## src/sv/rcs_pkg.sv

```systemverilog
// Shared types and constants of the RGB contrast stretch unit.
package rcs_pkg;

    // Default width of one colour channel inside the lanes.
    localparam int CHANNEL_BITS_DEF = 8;
    // Width of a colour field on the ports.
    localparam int PIX_BITS = 8;

    localparam logic KIND_MEASURE = 1'b0;
    localparam logic KIND_STRETCH = 1'b1;

    typedef struct packed {
        logic                kind;
        logic                frame_start;
        logic [PIX_BITS-1:0] red_in;
        logic [PIX_BITS-1:0] green_in;
        logic [PIX_BITS-1:0] blue_in;
    } t_in_beat;

    typedef struct packed {
        logic [PIX_BITS-1:0] red_out;
        logic [PIX_BITS-1:0] green_out;
        logic [PIX_BITS-1:0] blue_out;
    } t_out_beat;

    // Commands from the top level to every lane.
    typedef struct packed {
        logic meas;
        logic restart;
        logic start;
        logic take;
    } t_lane_ctrl;

    // Status of one lane.
    typedef struct packed {
        logic idle;
        logic done;
    } t_lane_stat;

endpackage

```

## src/sv/rcs_lane.sv

```systemverilog
// One colour channel: running minimum and maximum, and a restoring divider for the stretch.
module rcs_lane import rcs_pkg::*; #(
    parameter int CHANNEL_BITS = CHANNEL_BITS_DEF
) (
    input  logic                    i_clk,
    input  logic                    i_rst_n,
    input  t_lane_ctrl              i_ctrl,
    input  logic [CHANNEL_BITS-1:0] i_value,
    output t_lane_stat              o_stat,
    output logic [CHANNEL_BITS-1:0] o_result
);

    localparam int W  = CHANNEL_BITS;
    localparam int CW = $clog2(W + 1);
    localparam logic [W-1:0] CHAN_MAX = {W{1'b1}};

    typedef enum logic [1:0] {LANE_IDLE, LANE_RUN, LANE_DONE} t_lane_state;
    typedef enum logic [1:0] {MODE_PASS, MODE_ZERO, MODE_SAT, MODE_DIV} t_mode;

    t_lane_state r_state;
    logic [CW-1:0] r_cnt;
    logic [W-1:0]  r_low, r_high;
    t_mode         r_mode;
    logic [W-1:0]  r_value, r_div, r_rem, r_num, r_quo;

    logic [W-1:0]   base_low, base_high, n_low, n_high;
    logic [W-1:0]   offset;
    logic [2*W-1:0] scaled;
    logic [W:0]     rem_sh, rem_diff;
    logic           q_bit;
    t_mode          mode_sel;

    always_comb begin
        base_low  = i_ctrl.restart ? CHAN_MAX : r_low;
        base_high = i_ctrl.restart ? '0 : r_high;
        n_low     = (i_value < base_low)  ? i_value : base_low;
        n_high    = (i_value > base_high) ? i_value : base_high;
    end

    // Numerator (value - min) * (2^W - 1), formed as a shift and a subtract.
    always_comb begin
        offset = i_value - r_low;
        scaled = {offset, {W{1'b0}}} - {{W{1'b0}}, offset};
    end

    always_comb begin
        priority if (r_high <= r_low) begin
            mode_sel = MODE_PASS;
        end else if (i_value <= r_low) begin
            mode_sel = MODE_ZERO;
        end else if (i_value >= r_high) begin
            mode_sel = MODE_SAT;
        end else begin
            mode_sel = MODE_DIV;
        end
    end

    always_comb begin
        rem_sh   = {r_rem, r_num[W-1]};
        rem_diff = rem_sh - {1'b0, r_div};
        q_bit    = (rem_sh >= {1'b0, r_div});
    end

    always_ff @(posedge i_clk) begin
        if (!i_rst_n) begin
            r_state <= LANE_IDLE;
            r_cnt   <= '0;
            r_low   <= CHAN_MAX;
            r_high  <= '0;
        end else begin
            if (i_ctrl.meas) begin
                r_low  <= n_low;
                r_high <= n_high;
            end
            unique case (r_state)
                LANE_IDLE: begin
                    if (i_ctrl.start) begin
                        r_mode  <= mode_sel;
                        r_value <= i_value;
                        r_div   <= r_high - r_low;
                        r_rem   <= scaled[2*W-1:W];
                        r_num   <= scaled[W-1:0];
                        r_quo   <= '0;
                        r_cnt   <= CW'(W);
                        r_state <= LANE_RUN;
                    end
                end
                LANE_RUN: begin
                    r_rem <= q_bit ? rem_diff[W-1:0] : rem_sh[W-1:0];
                    r_num <= r_num << 1;
                    r_quo <= (r_quo << 1) | W'(q_bit);
                    r_cnt <= r_cnt - CW'(1);
                    if (r_cnt == CW'(1)) begin
                        r_state <= LANE_DONE;
                    end
                end
                LANE_DONE: begin
                    if (i_ctrl.take) begin
                        r_state <= LANE_IDLE;
                    end
                end
                default: begin
                    r_state <= LANE_IDLE;
                end
            endcase
        end
    end

    always_comb begin
        unique case (r_mode)
            MODE_PASS: o_result = r_value;
            MODE_ZERO: o_result = '0;
            MODE_SAT:  o_result = CHAN_MAX;
            MODE_DIV:  o_result = r_quo;
        endcase
    end

    assign o_stat.idle = (r_state == LANE_IDLE);
    assign o_stat.done = (r_state == LANE_DONE);

endmodule

```

## src/sv/rcs_merge.sv

```systemverilog
// Output stage: collects the three lane results into one registered output beat.
module rcs_merge import rcs_pkg::*; #(
    parameter int CHANNEL_BITS = CHANNEL_BITS_DEF
) (
    input  logic                    i_clk,
    input  logic                    i_rst_n,
    input  logic                    i_done,
    input  logic [CHANNEL_BITS-1:0] i_red,
    input  logic [CHANNEL_BITS-1:0] i_green,
    input  logic [CHANNEL_BITS-1:0] i_blue,
    input  logic                    i_ready,
    output logic                    o_take,
    output logic                    o_valid,
    output t_out_beat               o_data
);

    logic      r_valid;
    t_out_beat r_data;

    assign o_take = i_done && (!r_valid || i_ready);

    always_ff @(posedge i_clk) begin
        if (!i_rst_n) begin
            r_valid <= 1'b0;
        end else begin
            if (o_take) begin
                r_valid          <= 1'b1;
                r_data.red_out   <= PIX_BITS'(i_red);
                r_data.green_out <= PIX_BITS'(i_green);
                r_data.blue_out  <= PIX_BITS'(i_blue);
            end else if (i_ready) begin
                r_valid <= 1'b0;
            end
        end
    end

    assign o_valid = r_valid;
    assign o_data  = r_data;

endmodule

```

## src/sv/rgb_contrast_stretch_unit.sv

```systemverilog
// Top level of the per-channel min-max RGB contrast stretch unit.
// The host streams each image twice. A measure beat (kind low) folds the pixel into a running
// minimum and maximum per channel, restarting them first when frame_start is set, and gives no
// output; measure beats may arrive on every clock while the lanes are idle. A stretch beat (kind
// high) maps each channel to (value - min) * (2^CHANNEL_BITS - 1) / (max - min), truncated and
// saturated, passing a channel unchanged when its maximum is not above its minimum. Three lanes,
// one per colour, each run a restoring divider that retires one quotient bit per cycle. A stretch
// beat closes the input while the lanes load, run their divider steps and move the results into
// the output register; the move waits while that register still holds an untaken result. The
// output register lets the next beat be accepted while a finished result waits to be taken.
module rgb_contrast_stretch_unit import rcs_pkg::*; #(
    parameter int CHANNEL_BITS = CHANNEL_BITS_DEF
) (
    input  logic      i_clk,
    input  logic      i_rst_n,
    input  logic      i_valid,
    output logic      o_ready,
    input  t_in_beat  i_data,
    output logic      o_valid,
    input  logic      i_ready,
    output t_out_beat o_data
);

    localparam int W = CHANNEL_BITS;

    logic               in_accept;
    logic               take;
    t_lane_ctrl         lane_ctrl;
    t_lane_stat         lane_stat [3];
    logic [W-1:0]       lane_in   [3];
    logic [W-1:0]       lane_res  [3];

    // The input is taken only when every lane is free; the lanes move in lock step.
    assign o_ready   = lane_stat[0].idle && lane_stat[1].idle && lane_stat[2].idle;
    assign in_accept = i_valid && o_ready;

    assign lane_ctrl.meas    = in_accept && (i_data.kind == KIND_MEASURE);
    assign lane_ctrl.restart = i_data.frame_start;
    assign lane_ctrl.start   = in_accept && (i_data.kind == KIND_STRETCH);
    assign lane_ctrl.take    = take;

    // Port fields are resized to the lane width: truncated or zero-extended.
    assign lane_in[0] = W'(i_data.red_in);
    assign lane_in[1] = W'(i_data.green_in);
    assign lane_in[2] = W'(i_data.blue_in);

    for (genvar g = 0; g < 3; g++) begin : g_lane
        rcs_lane #(
            .CHANNEL_BITS(CHANNEL_BITS)
        ) u_lane (
            .i_clk    (i_clk),
            .i_rst_n  (i_rst_n),
            .i_ctrl   (lane_ctrl),
            .i_value  (lane_in[g]),
            .o_stat   (lane_stat[g]),
            .o_result (lane_res[g])
        );
    end

    rcs_merge #(
        .CHANNEL_BITS(CHANNEL_BITS)
    ) u_merge (
        .i_clk   (i_clk),
        .i_rst_n (i_rst_n),
        .i_done  (lane_stat[0].done && lane_stat[1].done && lane_stat[2].done),
        .i_red   (lane_res[0]),
        .i_green (lane_res[1]),
        .i_blue  (lane_res[2]),
        .i_ready (i_ready),
        .o_take  (take),
        .o_valid (o_valid),
        .o_data  (o_data)
    );

endmodule

```

## config.mk

```make
export PLATFORM = sky130hd
export DESIGN_NAME = rgb_contrast_stretch_unit
export DESIGN_NICKNAME = d
export VERILOG_FILES = /design/src/sv/rcs_pkg.sv /design/src/sv/rcs_lane.sv /design/src/sv/rcs_merge.sv /design/src/sv/rgb_contrast_stretch_unit.sv
export SDC_FILE = /design/constraint.sdc
export NUM_CORES = 1
export LEC_CHECK = 0
export ABC_AREA = 1
export BUFFER_PORTS_ARGS = -buffer_cell sky130_fd_sc_hd__buf_2
export CAP_MARGIN = 20
export CORE_MARGIN = 1
export CORE_UTILIZATION = 50
export CTS_CLUSTER_DIAMETER = 150
export CTS_CLUSTER_SIZE = 16
export DETAILED_ROUTE_END_ITERATION = 10
export PLACE_DENSITY_LB_ADDON = 0.12
export SYNTH_ARGS = -nofsm -noshare
export SYNTH_HDL_FRONTEND = slang
export SYNTH_SLANG_ARGS = --single-unit
```

## constraint.sdc

```tcl
create_clock -name i_clk -period 6.6 [get_ports i_clk]
set_input_delay 0 -clock i_clk [delete_from_list [all_inputs] [get_ports i_clk]]
set_output_delay 0 -clock i_clk [all_outputs]
set_load 0.02 [all_outputs]
```

==> flow_summary.json <==
{
  "reg2reg_from": "g_lane[2].u_lane.r_state[0]$_SDFFE_PN0P_",
  "ios": 56,
  "fin_nets": 2138,
  "synthFlopType": "edfxtp_1",
  "clock-sinks": 217,
  "core_sq_um": 28860,
  "die-area_sq_um": 30230,
  "yosysUniqueCellTypes": 52,
  "layout_common_cells": "nand2_1 (410), inv_1 (283), a21oi_1 (196)",
  "avgSynthCellArea_sq_um": 7.856,
  "cp_slowest_cell": "inv_2",
  "grt-ovfl-total": 0,
  "synthCells": 1880,
  "status": "finished, final reports clean",
  "slew_violations": 0,
  "rrSetupSlack_ns": 4.06,
  "post_cts_buffers": 0,
  "antenna_found_initial": 0,
  "wl_per_cell_um": 15.19,
  "synthArstFlopShare": 0,
  "cp.required_ns": 7.00,
  "ys_seq_area_frac": 0.3958,
  "port_buffers": 55,
  "hold_class": "in -> reg",
  "final_util": 0.5602,
  "nFillCells": 2731,
  "tns_ns": 0,
  "critPathArrivalTime_ns": 2.94,
  "fin_crit_ns": 2.536,
  "ir_drop_v": 0.0001297,
  "vias_per_cell": 5.372,
  "fmax_mhz": 394.3,
  "min_period_over_period": 0.3843,
  "area_growth_pct": 9.463,
  "path_cells": "inv_1 > nand2_1 > nor3_4 > nand2_1 > nor2_4 > buf_4 > inv_2 > a21oi_1 > o21ai_0 > nand2_1 > inv_1",
  "gp_congestion": 0.8917,
  "hold_violations": 0,
  "hold_end": "g_lane[0].u_lane.r_low[6]$_SDFFE_PN1P_",
  "finalSetupViolations": 0,
  "clk_latency_ns": 0.50,
  "r2r.worst_path.cells": 11,
  "antenna_left": 0,
  "cp-start-kind": "flip-flop",
  "rsz0062_at_grt": "no",
  "finClkSkew_ns": 0.02479,
  "clk_pin_slew_worst_paths_ns": 0.08,
  "crit_top_cell": "nand2_1",
  "routed_wl_mm": 35.56,
  "syn_area_sq_um": 14770,
  "tritoncts": "done",
  "crit_path_end_kind": "flip-flop",
  "place_area_sq_um": 15420,
  "finalPower_mw": 3.869,
  "ys_seq_elements": 217,
  "setup_ws_ns": 4.064,
  "dp_worst_setup_slack_ns": 4.060,
  "design_area_sq_um": 16170,
  "grt_max_degree": 69,
  "timing.hold.ws_ns": 0.1656,
  "drtIter0Drc": 1092,
  "drc": 0,
  "vias": 12580,
  "fp.dieW_um": 173.9,
  "fp-row-count": 62,
  "grt_pass1_vias": 11920,
  "track_usage": 0.2348,
  "placed_cells": 2284,
  "power_density_nw_per_um2": 239.3,
  "cts_root_buf": "clkbuf_16",
  "first_pass_iters": 5,
  "worst_pin_slew_ns": 1.092,
  "synth_edf_count": 150,
  "final_common_cell": "nand2_1",
  "min_from": "i_data[25]",
  "p_leak_nw": 7.483,
  "path_max_fanout": 57,
  "grt_pass1_wl_mm": 58.46,
  "syn-num-nets": 2072,
  "yosys_warnings": 0,
  "r2r_end": "g_lane[1].u_lane.r_high[0]$_SDFFE_PN0P_",
  "cts.path.max_buffers": 3,
  "cts_htree_levels": 1,
  "die_h_um": 173.9,
  "criticalPathCategory": "reg -> reg",
  "finalNonFillerCells": 2341,
  "antenna_cells": 0,
  "hold_depth": 5,
  "cpPeakStageDelay_ns": 0.56,
  "relSlewSlack": 0.2707,
  "dp_hpwl_mm": 26.48,
  "start_util": 0.5118,
  "numCtsBuffers": 17,
  "drive_gt1_frac": 0.06132,
  "max_cap_violations": 0
}
==> where the power goes <==
part           internal, mW  switching, mW  total [mW]  leakage [nW]
logic                 0.421          0.783        1.20          5.32
clock network         0.490          0.491       0.980         0.232
registers              1.62         0.0670        1.68          1.93
==> worst max path at each step <==
stage                     slack, ns  depth (start not counted)                                       to                                      from
after floorplan                3.74                          6  g_lane[0].u_lane.r_num[0]$_SDFFCE_PP0P_  g_lane[1].u_lane.r_state[0]$_SDFFE_PN0P_
after global placement         4.10                         10   g_lane[2].u_lane.r_low[1]$_SDFFE_PN1P_                                i_data[24]
after detailed placement       4.06                          8      g_lane[1].u_lane.r_rem[2]$_DFFE_PP_       g_lane[1].u_lane.r_rem[3]$_DFFE_PP_
after CTS                      4.02                          8      g_lane[1].u_lane.r_rem[2]$_DFFE_PP_       g_lane[1].u_lane.r_rem[2]$_DFFE_PP_
after global routing           3.85                         14      g_lane[2].u_lane.r_rem[4]$_DFFE_PP_    g_lane[2].u_lane.r_low[0]$_SDFFE_PN1P_
final                          4.06                         11  g_lane[1].u_lane.r_high[0]$_SDFFE_PN0P_  g_lane[2].u_lane.r_state[0]$_SDFFE_PN0P_
==> final cells by class <==
type,instances,area [sq um],share of cell area
Clock inverter,2,17.52,0.001084
Tap cell,384,480.5,0.02972
Inverter,292,1096,0.06780
Sequential cell,217,5846,0.3616
Clock buffer,28,466.7,0.02887
Multi-Input combinational cell,1324,7630,0.4719
Timing Repair Buffer,94,630.6,0.03901
==> per-layer routing <==
layer,global-route usage,vias to the layer above,share of wire
met5,0,-,0
met4,0.06287,0,0.024
met3,0.02785,58,0.054
met2,0.4030,322,0.47
met1,0.3124,5797,0.45
li1,-,6399,-
==> worst max-delay path, delay by kind of cell, from the launching register on <==
kind	cells	cell delay, ns
simple gates	5	0.62
flops	1	0.31
buf+inv	4	1.10
compound gates	2	0.37
==> flip-flops by register name (all words and copies together) (netlist names) <==
name	cells
g_lane.u_lane.r_div	24
g_lane.u_lane.r_high	24
g_lane.u_lane.r_low	24
g_lane.u_lane.r_num	24
g_lane.u_lane.r_quo	24
g_lane.u_lane.r_rem	24
g_lane.u_lane.r_value	24
u_merge.o_data	24
g_lane.u_lane.r_cnt	12
g_lane.u_lane.r_mode	6
g_lane.u_lane.r_state	6
u_merge.o_valid	1
==> logic make-up after synthesis <==
logic type / after synthesis / share of synthesized area
AOI/OAI and AO/OA: 321 / 0.1179
xor gates and xnor gates: 39 / 0.02313
adders and majority gates: 162 / 0.1418
buffers and inverters: 339 / 0.08904
DFF: 217 / 0.3958
and+or+nand+nor: 802 / 0.2323
==> Yosys cell counts (11+ instances only) <==
cell type  count  area (sq um)
xor2_1        26         227.7
nor2_1       162         608.1
edfxtp_1     150          4504
a21oi_1      199         996.0
nor3_1        11         55.05
inv_1        283          1062
clkbuf_1      30         112.6
nand3_1      152         760.7
o21ai_0       69         345.3
nand4_1       24         150.1
ha_1         153          1914
nand2_1      410          1539
nand3b_1      14         105.1
xnor2_1       13         113.9
dfxtp_1       67          1341
==> repair_timing <==
action,CTS,global route
resized for setup,0,0
hold endpoints to repair,55,0
hold buffers,26,0
No activity file was read; power rests on OpenSTA's default activity.
